[src/hw/rtl/running_sum_moving_average_core_defines.svh]
// Assertion macros shared by the moving average core.
// No dependencies; included by the top level only.
`ifndef RUNNING_SUM_MOVING_AVERAGE_CORE_DEFINES_SVH
`define RUNNING_SUM_MOVING_AVERAGE_CORE_DEFINES_SVH

// Same-cycle implication
`define RSMA_ASSERT_IMP(lbl, clk, rst, ante, cons, msg) \
  lbl: assert property (@(posedge clk) disable iff (rst) (ante) |-> (cons)) else $error(msg);

// Next-cycle implication
`define RSMA_ASSERT_NEXT(lbl, clk, rst, ante, cons, msg) \
  lbl: assert property (@(posedge clk) disable iff (rst) (ante) |=> (cons)) else $error(msg);

`endif

[src/hw/rtl/rsma_pkg.sv]
// Package for the moving average core: back end states, register map, constants.
// No dependencies.
`default_nettype none
package rsma_pkg;

  typedef enum logic [1:0] {
    BK_IDLE,
    BK_UPDATE,
    BK_DIVIDE
  } back_state_t;

  localparam int APB_ADDR_BITS = 3;
  localparam int APB_DATA_BITS = 32;

  // register index taken from paddr[2]
  localparam logic REG_WINDOW_LENGTH = 1'b0;

  localparam int WINDOW_RESET = 11;

  localparam int QUEUE_DEPTH = 2;

endpackage
`default_nettype wire

[src/hw/rtl/rsma_ram.sv]
// Generic single write port, single read port RAM with registered read.
// No dependencies.
`default_nettype none
module rsma_ram #(
  parameter int WIDTH = 16,
  parameter int DEPTH = 64
) (
  input  wire logic                     clk,
  input  wire logic                     wr_en,
  input  wire logic [$clog2(DEPTH)-1:0] wr_addr,
  input  wire logic [WIDTH-1:0]         wr_data,
  input  wire logic                     rd_en,
  input  wire logic [$clog2(DEPTH)-1:0] rd_addr,
  output logic      [WIDTH-1:0]         rd_data
);

  logic [WIDTH-1:0] mem [DEPTH];

  always_ff @(posedge clk) begin
    if (wr_en) begin
      mem[wr_addr] <= wr_data;
    end
    if (rd_en) begin
      rd_data <= mem[rd_addr];
    end
  end

endmodule
`default_nettype wire

[src/hw/rtl/rsma_queue.sv]
// Short FIFO between the accepting front and the filter back end.
// Depends on nothing but its parameters.
`default_nettype none
module rsma_queue #(
  parameter int WIDTH = 16,
  parameter int DEPTH = 2
) (
  input  wire logic             clk,
  input  wire logic             rst,
  input  wire logic             push,
  input  wire logic [WIDTH-1:0] push_data,
  input  wire logic             pop,
  output logic      [WIDTH-1:0] pop_data,
  output logic                  empty,
  output logic                  full
);

  localparam int PTR_BITS = (DEPTH > 1) ? $clog2(DEPTH) : 1;
  localparam int CNT_BITS = $clog2(DEPTH + 1);

  logic [WIDTH-1:0]    mem [DEPTH];
  logic [PTR_BITS-1:0] wr_ptr;
  logic [PTR_BITS-1:0] rd_ptr;
  logic [CNT_BITS-1:0] count;

  assign empty    = (count == '0);
  assign full     = (count == CNT_BITS'(DEPTH));
  assign pop_data = mem[rd_ptr];

  always_ff @(posedge clk) begin
    if (push) begin
      mem[wr_ptr] <= push_data;
    end
  end

  always_ff @(posedge clk) begin
    if (rst) begin
      wr_ptr <= '0;
      rd_ptr <= '0;
      count  <= '0;
    end else begin
      if (push) begin
        wr_ptr <= (wr_ptr == PTR_BITS'(DEPTH - 1)) ? '0 : wr_ptr + 1'b1;
      end
      if (pop) begin
        rd_ptr <= (rd_ptr == PTR_BITS'(DEPTH - 1)) ? '0 : rd_ptr + 1'b1;
      end
      if (push && !pop) begin
        count <= count + 1'b1;
      end else if (pop && !push) begin
        count <= count - 1'b1;
      end
    end
  end

endmodule
`default_nettype wire

[src/hw/rtl/rsma_div.sv]
// Bit-serial signed by unsigned divider, truncating toward zero.
// One quotient bit per cycle; no dependencies.
`default_nettype none
module rsma_div #(
  parameter int NUM_BITS = 22,
  parameter int DEN_BITS = 7
) (
  input  wire logic                       clk,
  input  wire logic                       rst,
  input  wire logic                       start,
  input  wire logic signed [NUM_BITS-1:0] dividend,
  input  wire logic        [DEN_BITS-1:0] divisor,
  output logic                            busy,
  output logic signed      [NUM_BITS-1:0] quotient
);

  localparam int CNT_BITS = $clog2(NUM_BITS + 1);

  logic [CNT_BITS-1:0] count;
  logic                neg;
  logic [NUM_BITS-1:0] quo;
  logic [DEN_BITS-1:0] rem;
  logic [DEN_BITS-1:0] den;
  logic [DEN_BITS:0]   trial;
  logic                fits;

  assign trial    = {rem, quo[NUM_BITS-1]};
  assign fits     = (trial >= {1'b0, den});
  assign quotient = neg ? -$signed(quo) : $signed(quo);

  always_ff @(posedge clk) begin
    if (start) begin
      neg <= dividend[NUM_BITS-1];
      quo <= dividend[NUM_BITS-1] ? NUM_BITS'(-dividend) : NUM_BITS'(dividend);
      rem <= '0;
      den <= divisor;
    end else if (busy) begin
      rem <= fits ? DEN_BITS'(trial - {1'b0, den}) : trial[DEN_BITS-1:0];
      quo <= {quo[NUM_BITS-2:0], fits};
    end
  end

  always_ff @(posedge clk) begin
    if (rst) begin
      busy  <= 1'b0;
      count <= '0;
    end else if (start) begin
      busy  <= 1'b1;
      count <= CNT_BITS'(NUM_BITS);
    end else if (busy) begin
      count <= count - 1'b1;
      if (count == CNT_BITS'(1)) begin
        busy <= 1'b0;
      end
    end
  end

endmodule
`default_nettype wire

[src/hw/rtl/rsma_back.sv]
// Filter back end: ring read, running sum update, division and result register.
// Depends on rsma_pkg, rsma_ram and rsma_div.
`default_nettype none
module rsma_back #(
  parameter int WINDOW_MAX  = 64,
  parameter int SAMPLE_BITS = 16,
  parameter int LEN_BITS    = 7,
  parameter int IDX_BITS    = 6,
  parameter int SUM_BITS    = 22
) (
  input  wire logic                          clk,
  input  wire logic                          rst,
  input  wire logic                          restart,
  input  wire logic        [LEN_BITS-1:0]    eff_len,
  input  wire logic                          q_empty,
  input  wire logic signed [SAMPLE_BITS-1:0] q_data,
  output logic                               q_pop,
  output logic                               out_valid,
  input  wire logic                          out_ready,
  output logic signed      [SAMPLE_BITS-1:0] out_average,
  output logic                               out_full
);

  rsma_pkg::back_state_t state;
  rsma_pkg::back_state_t state_next;

  logic signed [SAMPLE_BITS-1:0] sample;
  logic        [IDX_BITS-1:0]    leave_idx;
  logic        [IDX_BITS:0]      leave_wide;
  logic        [IDX_BITS-1:0]    leave_calc;
  logic        [IDX_BITS-1:0]    pos;
  logic        [LEN_BITS-1:0]    seen;
  logic        [LEN_BITS-1:0]    seen_next;
  logic signed [SUM_BITS-1:0]    sum;
  logic signed [SUM_BITS-1:0]    sum_next;
  logic        [WINDOW_MAX-1:0]  valid;
  logic                          full_flag;
  logic signed [SAMPLE_BITS-1:0] leaving;
  logic        [SAMPLE_BITS-1:0] ram_rd_data;
  logic                          ram_rd_en;
  logic                          ram_wr_en;
  logic                          div_start;
  logic                          div_busy;
  logic signed [SUM_BITS-1:0]    div_quotient;
  logic                          emit;

  assign leave_wide = (IDX_BITS + 1)'(pos) + (IDX_BITS + 1)'(WINDOW_MAX)
                      - (IDX_BITS + 1)'(eff_len);
  assign leave_calc = (leave_wide >= (IDX_BITS + 1)'(WINDOW_MAX))
                      ? IDX_BITS'(leave_wide - (IDX_BITS + 1)'(WINDOW_MAX))
                      : leave_wide[IDX_BITS-1:0];

  assign leaving   = valid[leave_idx] ? $signed(ram_rd_data) : '0;
  assign sum_next  = sum + SUM_BITS'(sample) - SUM_BITS'(leaving);
  assign seen_next = (seen < LEN_BITS'(WINDOW_MAX)) ? seen + 1'b1 : seen;

  rsma_ram #(
    .WIDTH (SAMPLE_BITS),
    .DEPTH (WINDOW_MAX)
  ) u_ring (
    .clk     (clk),
    .wr_en   (ram_wr_en),
    .wr_addr (pos),
    .wr_data (sample),
    .rd_en   (ram_rd_en),
    .rd_addr (leave_calc),
    .rd_data (ram_rd_data)
  );

  rsma_div #(
    .NUM_BITS (SUM_BITS),
    .DEN_BITS (LEN_BITS)
  ) u_div (
    .clk      (clk),
    .rst      (rst),
    .start    (div_start),
    .dividend (sum_next),
    .divisor  (eff_len),
    .busy     (div_busy),
    .quotient (div_quotient)
  );

  always_comb begin
    state_next = state;
    case (state)
      rsma_pkg::BK_IDLE: begin
        if (!q_empty) begin
          state_next = rsma_pkg::BK_UPDATE;
        end
      end
      rsma_pkg::BK_UPDATE: begin
        state_next = rsma_pkg::BK_DIVIDE;
      end
      rsma_pkg::BK_DIVIDE: begin
        if (!div_busy && (!out_valid || out_ready)) begin
          state_next = rsma_pkg::BK_IDLE;
        end
      end
      default: begin
        state_next = rsma_pkg::BK_IDLE;
      end
    endcase
  end

  always_comb begin
    q_pop     = 1'b0;
    ram_rd_en = 1'b0;
    ram_wr_en = 1'b0;
    div_start = 1'b0;
    emit      = 1'b0;
    case (state)
      rsma_pkg::BK_IDLE: begin
        q_pop     = !q_empty;
        ram_rd_en = !q_empty;
      end
      rsma_pkg::BK_UPDATE: begin
        ram_wr_en = 1'b1;
        div_start = 1'b1;
      end
      rsma_pkg::BK_DIVIDE: begin
        emit = !div_busy && (!out_valid || out_ready);
      end
      default: begin
        q_pop = 1'b0;
      end
    endcase
  end

  always_ff @(posedge clk) begin
    if (state == rsma_pkg::BK_IDLE) begin
      sample    <= q_data;
      leave_idx <= leave_calc;
    end
    if (emit) begin
      out_average <= div_quotient[SAMPLE_BITS-1:0];
      out_full    <= full_flag;
    end
  end

  always_ff @(posedge clk) begin
    if (rst || restart) begin
      state     <= rsma_pkg::BK_IDLE;
      pos       <= '0;
      seen      <= '0;
      sum       <= '0;
      valid     <= '0;
      full_flag <= 1'b0;
      out_valid <= 1'b0;
    end else begin
      state <= state_next;
      if (state == rsma_pkg::BK_UPDATE) begin
        sum        <= sum_next;
        valid[pos] <= 1'b1;
        pos        <= (pos == IDX_BITS'(WINDOW_MAX - 1)) ? '0 : pos + 1'b1;
        seen       <= seen_next;
        full_flag  <= (seen_next >= eff_len);
      end
      if (emit) begin
        out_valid <= 1'b1;
      end else if (out_ready) begin
        out_valid <= 1'b0;
      end
    end
  end

endmodule
`default_nettype wire

[src/hw/rtl/running_sum_moving_average_core.sv]
// Top level of the running sum moving average core: APB register, input queue, back end.
// Depends on rsma_pkg, rsma_queue, rsma_back and the assertion macro header.
//
//   channel   kind          contents
//   s_*       stream in     tdata[SAMPLE_BITS-1:0] sample_in
//   m_*       stream out    tdata[SAMPLE_BITS-1:0] average_out, tuser[0] window_full
//   p*        APB           0x0 window_length (write restarts the filter)
//
// Each sample passes the back end states idle, update and divide; the divide state
// waits on the bit-serial divider, which yields one quotient bit per cycle.
// A two-entry queue takes samples while the back end works; the result register
// holds a finished average while the next sample is already being processed.
// Reset and window_length writes clear the ring at once through per-entry valid bits.
`default_nettype none
`include "running_sum_moving_average_core_defines.svh"
module running_sum_moving_average_core #(
  parameter int WINDOW_MAX  = 64,
  parameter int SAMPLE_BITS = 16
) (
  input  wire logic                                   clk,
  input  wire logic                                   rst,
  input  wire logic                                   s_tvalid,
  output logic                                        s_tready,
  // [SAMPLE_BITS-1:0] sample_in
  input  wire logic [8*((SAMPLE_BITS+7)/8)-1:0]       s_tdata,
  output logic                                        m_tvalid,
  input  wire logic                                   m_tready,
  // [SAMPLE_BITS-1:0] average_out
  output logic      [8*((SAMPLE_BITS+7)/8)-1:0]       m_tdata,
  // [0] window_full
  output logic      [0:0]                             m_tuser,
  input  wire logic                                   psel,
  input  wire logic                                   penable,
  input  wire logic                                   pwrite,
  input  wire logic [rsma_pkg::APB_ADDR_BITS-1:0]     paddr,
  input  wire logic [rsma_pkg::APB_DATA_BITS-1:0]     pwdata,
  output logic      [rsma_pkg::APB_DATA_BITS-1:0]     prdata,
  output logic                                        pready
);

  localparam int TDATA_BITS = 8 * ((SAMPLE_BITS + 7) / 8);
  localparam int LEN_BITS   = $clog2(WINDOW_MAX + 1);
  localparam int IDX_BITS   = $clog2(WINDOW_MAX);
  localparam int SUM_BITS   = SAMPLE_BITS + $clog2(WINDOW_MAX);

  logic [LEN_BITS-1:0]           window_length;
  logic [LEN_BITS-1:0]           eff_len;
  logic                          reg_sel;
  logic                          restart;
  logic                          q_push;
  logic                          q_pop;
  logic                          q_empty;
  logic                          q_full;
  logic [SAMPLE_BITS-1:0]        q_data;
  logic signed [SAMPLE_BITS-1:0] average;
  logic                          window_full;

  assign pready  = 1'b1;
  assign reg_sel = (paddr[rsma_pkg::APB_ADDR_BITS-1] == rsma_pkg::REG_WINDOW_LENGTH);
  assign restart = psel && penable && pwrite && pready && reg_sel;
  assign prdata  = reg_sel ? rsma_pkg::APB_DATA_BITS'(window_length) : '0;

  always_ff @(posedge clk) begin
    if (rst) begin
      window_length <= LEN_BITS'(rsma_pkg::WINDOW_RESET);
    end else if (restart) begin
      window_length <= pwdata[LEN_BITS-1:0];
    end
  end

  always_comb begin
    if (window_length == '0) begin
      eff_len = LEN_BITS'(1);
    end else if (window_length > LEN_BITS'(WINDOW_MAX)) begin
      eff_len = LEN_BITS'(WINDOW_MAX);
    end else begin
      eff_len = window_length;
    end
  end

  assign s_tready = !q_full;
  assign q_push   = s_tvalid && !q_full;

  rsma_queue #(
    .WIDTH (SAMPLE_BITS),
    .DEPTH (rsma_pkg::QUEUE_DEPTH)
  ) u_queue (
    .clk       (clk),
    .rst       (rst),
    .push      (q_push),
    .push_data (s_tdata[SAMPLE_BITS-1:0]),
    .pop       (q_pop),
    .pop_data  (q_data),
    .empty     (q_empty),
    .full      (q_full)
  );

  rsma_back #(
    .WINDOW_MAX  (WINDOW_MAX),
    .SAMPLE_BITS (SAMPLE_BITS),
    .LEN_BITS    (LEN_BITS),
    .IDX_BITS    (IDX_BITS),
    .SUM_BITS    (SUM_BITS)
  ) u_back (
    .clk         (clk),
    .rst         (rst),
    .restart     (restart),
    .eff_len     (eff_len),
    .q_empty     (q_empty),
    .q_data      (q_data),
    .q_pop       (q_pop),
    .out_valid   (m_tvalid),
    .out_ready   (m_tready),
    .out_average (average),
    .out_full    (window_full)
  );

  assign m_tdata    = TDATA_BITS'($unsigned(average));
  assign m_tuser[0] = window_full;

  `RSMA_ASSERT_IMP(a_len_in_range, clk, rst, 1'b1, (eff_len != '0) && (eff_len <= LEN_BITS'(WINDOW_MAX)), "effective window length out of range")
  `RSMA_ASSERT_NEXT(a_accept_queued, clk, rst, s_tvalid && s_tready, !q_empty, "accepted sample not held in queue")
  `RSMA_ASSERT_IMP(a_pop_not_empty, clk, rst, q_pop, !q_empty, "queue popped while empty")

endmodule
`default_nettype wire
[config.mk]
export PLATFORM = sky130hd
export DESIGN_NAME = running_sum_moving_average_core
export DESIGN_NICKNAME = d
export VERILOG_FILES = /design/src/hw/rtl/rsma_pkg.sv /design/src/hw/rtl/rsma_ram.sv /design/src/hw/rtl/rsma_queue.sv /design/src/hw/rtl/rsma_div.sv /design/src/hw/rtl/rsma_back.sv /design/src/hw/rtl/running_sum_moving_average_core.sv
export VERILOG_INCLUDE_DIRS = /design/src /design/src/hw/rtl
export SDC_FILE = /design/constraint.sdc
export NUM_CORES = 1
export LEC_CHECK = 0
export BUFFER_PORTS_ARGS = -buffer_cell sky130_fd_sc_hd__buf_2
export CAP_MARGIN = 20
export CELL_PAD_IN_SITES_DETAIL_PLACEMENT = 2
export CELL_PAD_IN_SITES_GLOBAL_PLACEMENT = 2
export CORE_MARGIN = 8
export CORE_UTILIZATION = 40
export CTS_CLUSTER_SIZE = 14
export DETAILED_ROUTE_END_ITERATION = 6
export PLACE_DENSITY = 0.7
export SYNTH_ARGS = -nofsm -noshare
export SYNTH_HDL_FRONTEND = slang
export SYNTH_SLANG_ARGS = --single-unit
[constraint.sdc]
create_clock -name clk -period 7 [get_ports clk]
set_input_delay 1.05 -clock clk [delete_from_list [all_inputs] [get_ports clk]]
set_output_delay 1.05 -clock clk [all_outputs]
set_load 0.05 [all_outputs]
==> results of run 1 <==
## metal layers
layer,share of wire,vias to the layer above,global-route usage
li1,-,11500,-
met1,0.40,14800,0.262
met2,0.52,800,0.368
met3,0.052,182,0.0333
met4,0.024,0,0.0572
met5,0,-,0
## registers in the layout (all words and copies together) (netlist names), 2 cells and up
register,count
u_back.sample,16
u_back.u_div.quo,22
u_back.state,2
u_back.seen,7
u_back.u_div.rem,7
u_back.u_ring.rd_data,16
u_back.valid,64
u_back.leave_idx,6
u_back.u_div.count,5
window_length,7
u_back.pos,6
u_queue.count,2
u_back.u_ring.mem,1024
u_back.sum,22
u_queue.mem,32
u_back.u_div.den,7
u_back.out_average,16
## worst min-delay path, stage by stage (launching register included)
cell and delay, ps:
dfxtp_1 310, nand2_1 50, a21oi_1 50
## path summary, 6_finish.rpt
| path | from | to | slack, ps | depth (start not counted) |
|---|---|---|---|---|
| max | u_back.leave_idx[0]$_DFFE_PP_ | u_back.u_div.quo[8]$_DFFE_PP_ | 770 | 21 |
| min | u_back.sum[15]$_SDFFE_PP0P_ | u_back.sum[15]$_SDFFE_PP0P_ | 460 | 2 |
| max reg2reg | u_back.leave_idx[0]$_DFFE_PP_ | u_back.u_div.quo[8]$_DFFE_PP_ | 770 | 21 |
| min reg2reg | u_back.sum[15]$_SDFFE_PP0P_ | u_back.sum[15]$_SDFFE_PP0P_ | 460 | 2 |
## layout by cell type, fill, tap and decap left out, types with 20 or more instances in the layout
master	instances
nor3_1	20
a211oi_1	25
buf_4	100
clkbuf_16	138
nor2_2	26
dfxtp_1	127
nor2_1	233
clkinv_1	32
fa_1	22
clkinv_2	21
inv_1	107
mux2i_1	23
ha_1	47
nand2_1	103
nor2b_1	36
buf_2	56
edfxtp_1	1141
o21ai_0	34
mux4_2	333
nand3_1	31
a21oi_1	86
conb_1	26
xnor2_1	30
clkbuf_1	28
## power breakdown
part	total (W)	switching [W]	internal [W]
Sequential	0.0100	0.000293	0.00974
Clock	0.00707	0.00303	0.00405
Combinational	0.00949	0.00614	0.00335
Total	0.0266	0.00946	0.0171
## final cells by class
type | instances | share of cell area
diodes | 1 | 0.0000424
clock buffers | 169 | 0.0610
clock inverters | 78 | 0.0126
inverters | 109 | 0.00693
multi-input cells | 1332 | 0.237
flip-flops and latches | 1268 | 0.623
well taps | 1742 | 0.0369
repair buffers | 168 | 0.0216
## stage by stage
stage | power [W] | std cells
floorplan | 0.0166 | 2873
global placement | 0.0191 | 4616
detailed placement | 0.0197 | 4618
CTS | 0.0269 | 4865
global route | 0.0279 | 4866
finish | 0.0266 | 4867
## cell families (layout without fill, tap and decap cells)
| group | after synthesis | count (layout) | synth area share |
|---|---|---|---|
| muxes | 377 | 377 | 0.154 |
| adders and majority gates | 71 | 71 | 0.0205 |
| DFF | 1268 | 1268 | 0.712 |
| other | 2 | 27 | 0.000145 |
| AOI/OAI and AO/OA | 237 | 237 | 0.0304 |
| xor gates and xnor gates | 55 | 55 | 0.00960 |
| buffers and inverters | 273 | 524 | 0.0224 |
| and+or+nand+nor | 566 | 566 | 0.0513 |
==> results.cfg, run 1 <==
[global_routing]
grt_first_pass_wirelength_um = 213000
grt-ovfl-total = 0
antenna_found_initial = 5
grt_max_degree = 101
grt_util_all_layers = 0.207
grt_pass1_vias = 30100

[sta]
clock.fmax_mhz = 161
fin_crit_sh = 0.890
worst_slew_pin_slew_ps = 1080
fin_skew_ps = 24.3
hold_slack_ps = 464
max-slew-margin-rel = 0.277
finalCriticalPeriod_ps = 6230
slew_viol_final = 0
report.final.hold_viol_count = 0
final.setup.tns_ps = 0
fin_ws_ps = 771
rsz0062_at_grt = false
setup_viol = 0

[synth]
syn_area_per_cell_sq_um = 18.2
ys.flop_type = edfxtp_1
synth-seq-cells = 1268
yosys_warnings = 0
ys_top_cells_by_area = edfxtp_1 (66%), mux4_2 (14%), dfxtp_1 (4.9%)
synth_top_cell_by_area = edfxtp_1
synth_top_cell_area_share = 0.662
yosysMostFrequentCell = edfxtp_1
yosysSeqAreaShare = 0.712
synth_cells = 2849
synth-async-reset-ratio = 0
synth_edf_count = 1141
synthTopCellsByCount = edfxtp_1 (1141), mux4_2 (333), nor2_1 (261)
synth_cell_type_count = 83
netlist_area_sq_um = 51700

[clock_network]
cts_resized = 0
post_cts_buffers = 0
clockBufferDepth = 3
numCtsBuffers = 136
clkTransAtPathRegs_ps = 60
root_buffer = clkbuf_16
clock_latency_ps = 770
h-tree-depth = 4
cts.sinks = 1268
cts_tree = yes
holdBufCountCts = 0

[die]
ioPinCount = 110
die_w_um = 376
die_height_um = 376
rows = 132
start_util = 0.401
coreArea_sq_um = 129000
dieArea_sq_um = 141000

[finish]
nets = 3144
stdcell_area_sq_um = 59000
drive_gt1_frac = 0.247
multi_input_area_sq_um = 14000
num-fill-cells = 11800
regArea_sq_um = 36800
area_growth_pct = 14.1
final_util = 0.458

[power]
peakVddDrop_mv = 0.303
p_per_area_nw_per_um2 = 451
p_leak_nw = 19.2

[placed_design]
placed_cell_area_sq_um = 54700
hpwl_um = 87600
io_buffers = 56
preCtsSetupSlack_ps = 737
finalWeightedCongestion = 0.819

[detailed_routing]
route.detailed.drc = 0
num_vias = 27400
ant_nets = 0
viasPerCell = 5.62
drtPass1Iterations = 5
wl_per_cell_um = 30.2
wirelength_um = 147000
drt_iter0_markers = 2184

[setup_path]
required_ps = 7610
worst_setup_path_start_kind = flop
critPathMaxStageDelay_ps = 540
worst-path-max-fanout = 18
path_delay_family = compound AO/OA/AOI/OAI gates
slowest_stage = mux4_2
critical_path_arrival_ps = 6840
path_cells = buf_12, mux4_2, a22o_1, a41o_1, nor3_2, a21oi_1, buf_4, and2_1, fa_1, inv_1, ha_1, and2_4, a221o_1, o21ai_1, a31oi_1, o41ai_1, o21ai_1, xnor2_2, buf_4, or4_1, o211ai_2
critical_path_buf_inv_count = 4
crit_type = flop to flop
worstSetupEndpointType = flop

[run]
maxCapViolCount = 0

[min_path]
hold_path_class = flop to flop

[outcome]
status = finished clean
No activity file was read; power rests on OpenSTA's default activity.
==> run 2, diff against run 1 <==
--- a/config.mk
+++ b/config.mk
@@ -14,7 +14,7 @@
 export CORE_UTILIZATION = 40
 export CTS_CLUSTER_SIZE = 14
 export DETAILED_ROUTE_END_ITERATION = 6
-export PLACE_DENSITY = 0.7
+export PLACE_DENSITY = 0.73
 export SYNTH_ARGS = -nofsm -noshare
 export SYNTH_HDL_FRONTEND = slang
 export SYNTH_SLANG_ARGS = --single-unit
==> constraint.sdc (replaced) <==
create_clock -name clk -period 5 [get_ports clk]
set_input_delay 0.75 -clock clk [delete_from_list [all_inputs] [get_ports clk]]
set_output_delay 0.75 -clock clk [all_outputs]
set_load 0.05 [all_outputs]
==> results.cfg, run 2 (same netlist as run 1, synthesis figures left out) <==
[global_routing]
grt_pass1_vias = 31900
grt_util_all_layers = 0.229
grt_max_degree = 68
grt-ovfl-total = 0
antenna_found_initial = 6
grt_first_pass_wirelength_um = 233000

[sta]
fin_skew_ps = 31.1
final.setup.tns_ps = -13720
setup_viol = 32
rsz0062_at_grt = true
report.final.hold_viol_count = 0
finalCriticalPeriod_ps = 5680
max-slew-margin-rel = 0.300
slew_viol_final = 0
fin_ws_ps = -685
clock.fmax_mhz = 176
hold_slack_ps = 170
worst_slew_pin_slew_ps = 1050
fin_crit_sh = 1.14

[outcome]
violations = setup timing
status = finished, violations left

[detailed_routing]
drt_iter0_markers = 2844
ant_nets = 0
wirelength_um = 163000
wl_per_cell_um = 32.3
drtPass1Iterations = 5
route.detailed.drc = 0
viasPerCell = 5.74
num_vias = 29000

[finish]
mostFrequentLayoutCells = edfxtp_1 (1141), mux4_2 (333), buf_4 (256)
area_growth_pct = 17.8
stdcell_area_sq_um = 60900
final_common_cell = edfxtp_1
largest_reg_flops = 1024
regMostFlops = u_back.u_ring.mem
reg.largest.list = u_back.u_ring.mem: 1024 flops, u_back.valid: 64 flops, u_queue.mem: 32 flops
nets = 3317
final_util = 0.472
num-fill-cells = 11600
drive_gt1_frac = 0.301
fin_cells = 5046

[setup_path]
slowest_stage = or4_4
critical_path_arrival_ps = 6160
critPathMaxStageDelay_ps = 550
worstSetupEndpointType = flop
crit_type = flop to flop
worst-path-max-fanout = 6
path_delay_family = simple AND/OR/NAND/NOR gates
required_ps = 5480
path_cells = buf_6, mux4_2, or2_1, a41o_1, nor3_4, a21oi_4, and2_4, fa_1, inv_2, ha_4, and2_4, buf_4, and3_4, or4_4, a311oi_4, and3_4, nor4b_4, buf_4, nand4_1, nand4_1, o211ai_1
critical_path_buf_inv_count = 4
worst_setup_path_start_kind = flop

[power]
p_sw_w = 0.0156
pwr-share-seq = 0.326
peakVddDrop_mv = 0.751
sw_frac_of_total = 0.361
p_int_w = 0.0277
clock_power_share = 0.235
p_leak_nw = 20.1
p_per_area_nw_per_um2 = 712
combPwrFrac = 0.439

[die]
rows = 132
die_w_um = 376
die_height_um = 376
dieArea_sq_um = 141000
coreArea_sq_um = 129000
ioPinCount = 110
start_util = 0.401

[clock_network]
cts_tree = yes
clkTransAtPathRegs_ps = 60
cts.sinks = 1268
h-tree-depth = 4
root_buffer = clkbuf_16
clockBufferDepth = 3
clock_latency_ps = 780
numCtsBuffers = 138

[placed_design]
placed_cell_area_sq_um = 55900
place_inst = 4774
finalWeightedCongestion = 0.830
io_buffers = 56
hpwl_um = 97300

[run]
maxCapViolCount = 0

[min_path]
hold_path_class = input port to flop
==> run 2: cell count changes in the layout (fill, tap and decap cells not counted), moves of 9 or more <==
cell and change:
a21oi_1 -9, buf_4 +156, buf_6 +10, clkbuf_1 +10
nor2_1 +19, nor2_2 -18
==> run 2: what timing repair did <==
item | CTS | global route
hold buffers | 0 | 0
resized for setup | 86 | 18
buffers inserted | 12 | 2
endpoints found under the setup margin | 33 | 36
gates cloned | 1 | 0
pin swaps | 33 | 11
==> run 2: final timing paths <==
path         depth (start not counted)                              to                          start  slack [ps]
min                                  1     u_queue.mem[0][5]$_DFFE_PP_                     s_tdata[5]         170
min reg2reg                          2      u_back.sum[8]$_SDFFE_PP0P_     u_back.sum[8]$_SDFFE_PP0P_         470
max reg2reg                         21  u_back.u_div.quo[19]$_DFFE_PP_  u_back.leave_idx[0]$_DFFE_PP_        -680
max                                 21  u_back.u_div.quo[19]$_DFFE_PP_  u_back.leave_idx[0]$_DFFE_PP_        -680
==> run 2: through the flow <==
stage / power, W / worst slack [ps]
floorplan: 0.0234 / -193
global placement: 0.0295 / -585
detailed placement: 0.0307 / -777
CTS: 0.0430 / -624
global route: 0.0452 / -817
finish: 0.0434 / -685
==> run 2: cell type report <==
class	instances	area [sq um]	area share
Clock inverter	69	667	0.0109
Inverter	109	412	0.00676
Antenna cell	3	7.51	0.000123
Multi-Input combinational cell	1332	14400	0.237
Sequential cell	1268	36800	0.604
Timing Repair Buffer	339	2660	0.0436
Clock buffer	184	3750	0.0616
Tap cell	1742	2180	0.0358
==> run 2: power by group through the flow <==
stage,clock [W],sequential [W],combinational [W]
2_1_floorplan,0,0.0148,0.00858
4_1_cts,0.0104,0.0141,0.0185
6_report,0.0102,0.0141,0.0191
5_1_grt,0.0107,0.0142,0.0203
3_3_place_gp,0,0.0143,0.0153
3_5_place_dp,0,0.0143,0.0164
==> run 2: metal layers <==
layer	track usage	wire length, um	vias to the layer above
li1	-	-	11900
met2	0.402	83700	1141
met5	0	0	-
met1	0.276	61900	15600
met4	0.0982	7160	0
met3	0.0421	10200	356
==> run 2: worst register-to-register path, delay by kind of cell, from the launching register on <==
kind | cells | cell delay, ps
AND/OR/NAND/NOR | 10 | 2380
multiplexers | 1 | 500
AO/OA/AOI/OAI | 4 | 890
buffers and inverters | 4 | 530
flip-flops | 1 | 340
adder cells (fa/ha/maj) | 2 | 730
==> run 3, diff against run 2 <==
--- a/config.mk
+++ b/config.mk
@@ -15,6 +15,7 @@
 export CTS_CLUSTER_SIZE = 14
 export DETAILED_ROUTE_END_ITERATION = 6
 export PLACE_DENSITY = 0.73
+export RECOVER_POWER = 100
 export SYNTH_ARGS = -nofsm -noshare
 export SYNTH_HDL_FRONTEND = slang
 export SYNTH_SLANG_ARGS = --single-unit
==> results.cfg, run 3 (same netlist as run 1, synthesis figures left out) <==
[outcome]
status = finished, violations left
violations = capacitance limit, slew limit, setup timing

[detailed_routing]
wl_per_cell_um = 32.3
drt_iter0_markers = 2797
num_vias = 28900
ant_nets = 0
drtPass1Iterations = 5
wirelength_um = 163000
viasPerCell = 5.72
route.detailed.drc = 0

[die]
coreArea_sq_um = 129000
rows = 132
dieArea_sq_um = 141000
ioPinCount = 110
die_height_um = 376
start_util = 0.401
die_w_um = 376

[sta]
final.setup.tns_ps = -14840
fin_ws_ps = -687
fin_crit_sh = 1.14
rsz0062_at_grt = true
slew_viol_final = 1132
clock.fmax_mhz = 176
setup_viol = 33
worst_slew_pin_slew_ps = 3700
finalCriticalPeriod_ps = 5690
max-slew-margin-rel = -1.46
fin_skew_ps = 30.8
report.final.hold_viol_count = 0
hold_slack_ps = 169

[finish]
fin_cells = 5045
final_common_cell = edfxtp_1
largest_reg_flops = 1024
stdcell_area_sq_um = 60800
reg.largest.list = u_back.u_ring.mem: 1024 flops, u_back.valid: 64 flops, u_queue.mem: 32 flops
mostFrequentLayoutCells = edfxtp_1 (1141), mux4_2 (333), nor2_1 (253)
num-fill-cells = 11700
regMostFlops = u_back.u_ring.mem
drive_gt1_frac = 0.287
nets = 3317
final_util = 0.471
area_growth_pct = 17.5
multi_input_area_sq_um = 14400
regArea_sq_um = 36800

[power]
p_leak_nw = 20.0
peakVddDrop_mv = 0.752
p_sw_w = 0.0156
clock_power_share = 0.234
p_per_area_nw_per_um2 = 716
p_int_w = 0.0279
sw_frac_of_total = 0.359
combPwrFrac = 0.436
pwr-share-seq = 0.330

[run]
maxCapViolCount = 18

[clock_network]
clkTransAtPathRegs_ps = 70
clock_latency_ps = 770
root_buffer = clkbuf_16
holdBufCountCts = 0
cts.sinks = 1268
numCtsBuffers = 138
cts_tree = yes
clockBufferDepth = 3
h-tree-depth = 4

[setup_path]
critical_path_arrival_ps = 6170
critical_path_buf_inv_count = 4
required_ps = 5480
slowest_stage = or4_4
path_cells = buf_6, mux4_2, or2_1, a41o_1, nor3_4, a21oi_4, and2_4, fa_1, inv_2, ha_4, and2_4, buf_4, and3_4, or4_4, a311oi_4, and3_4, nor4b_4, buf_4, nand4_1, nand4_1, o211ai_1
crit_type = flop to flop
worst-path-max-fanout = 6
critPathMaxStageDelay_ps = 550
worstSetupEndpointType = flop
path_delay_family = simple AND/OR/NAND/NOR gates
worst_setup_path_start_kind = flop

[global_routing]
grt_util_all_layers = 0.229
grt-ovfl-total = 0
grt_first_pass_wirelength_um = 233000
antenna_found_initial = 6
grt_pass1_vias = 31900
grt_max_degree = 68

[placed_design]
placed_cell_area_sq_um = 55900
hpwl_um = 97300
finalWeightedCongestion = 0.830
io_buffers = 56
place_inst = 4774

[min_path]
hold_path_class = input port to flop
==> run 3: changes by cell type in the layout (fill, tap and decap cells not counted), sizes merged <==
cell / delta
buf: -37
clkbuf: +37
diode: -1
==> run 3: power groups by stage <==
stage | combinational (W) | sequential, W | clock (W)
2_1_floorplan | 0.00858 | 0.0148 | 0
3_3_place_gp | 0.0153 | 0.0143 | 0
3_5_place_dp | 0.0164 | 0.0143 | 0
4_1_cts | 0.0185 | 0.0141 | 0.0104
5_1_grt | 0.0202 | 0.0144 | 0.0107
6_report | 0.0189 | 0.0144 | 0.0102
==> run 3: final timing paths <==
kind	start	endpoint	slack (ps)	cells past startpoint
max	u_back.leave_idx[0]$_DFFE_PP_	u_back.u_div.quo[19]$_DFFE_PP_	-690	21
max reg2reg	u_back.leave_idx[0]$_DFFE_PP_	u_back.u_div.quo[19]$_DFFE_PP_	-690	21
min reg2reg	u_back.sum[8]$_SDFFE_PP0P_	u_back.sum[8]$_SDFFE_PP0P_	470	2
min	s_tdata[12]	u_queue.mem[0][12]$_DFFE_PP_	170	1
==> run 3: area by class of cell <==
class | instances | area share
flip-flops and latches | 1268 | 0.605
multi-input cells | 1332 | 0.237
clock buffers | 184 | 0.0617
repair buffers | 339 | 0.0420
well taps | 1742 | 0.0359
clock inverters | 69 | 0.0110
inverters | 109 | 0.00677
diodes | 2 | 0.0000823
==> run 3: timing repair <==
item,in CTS,in global routing
gates resized for setup,86,18
buffers inserted,12,2
setup endpoints to repair,33,36
cloned,1,0
pin swaps,33,11
==> run 3: worst register-to-register path, cell delays in order (launching register included) <==
cell and delay (ps):
edfxtp_1 350, buf_6 140, mux4_2 500, or2_1 230, a41o_1 280, nor3_4 310, a21oi_4 170, and2_4 200
fa_1 520, inv_2 60, ha_4 210, and2_4 150, buf_4 140, and3_4 190, or4_4 550, a311oi_4 300
and3_4 250, nor4b_4 250, buf_4 190, nand4_1 120, nand4_1 140, o211ai_1 130
==> run 3: stage by stage <==
stage | setup WS (ps) | power, W
floorplan | -193 | 0.0234
global placement | -585 | 0.0295
detailed placement | -777 | 0.0307
CTS | -624 | 0.0430
global route | -817 | 0.0454
finish | -687 | 0.0435
==> run 3: routing by layer <==
layer,GRT usage,share of wire,up-vias
met1,0.276,0.38,15600
li1,-,-,11900
met2,0.402,0.52,1096
met5,0,0,-
met3,0.0421,0.060,343
met4,0.0982,0.044,0
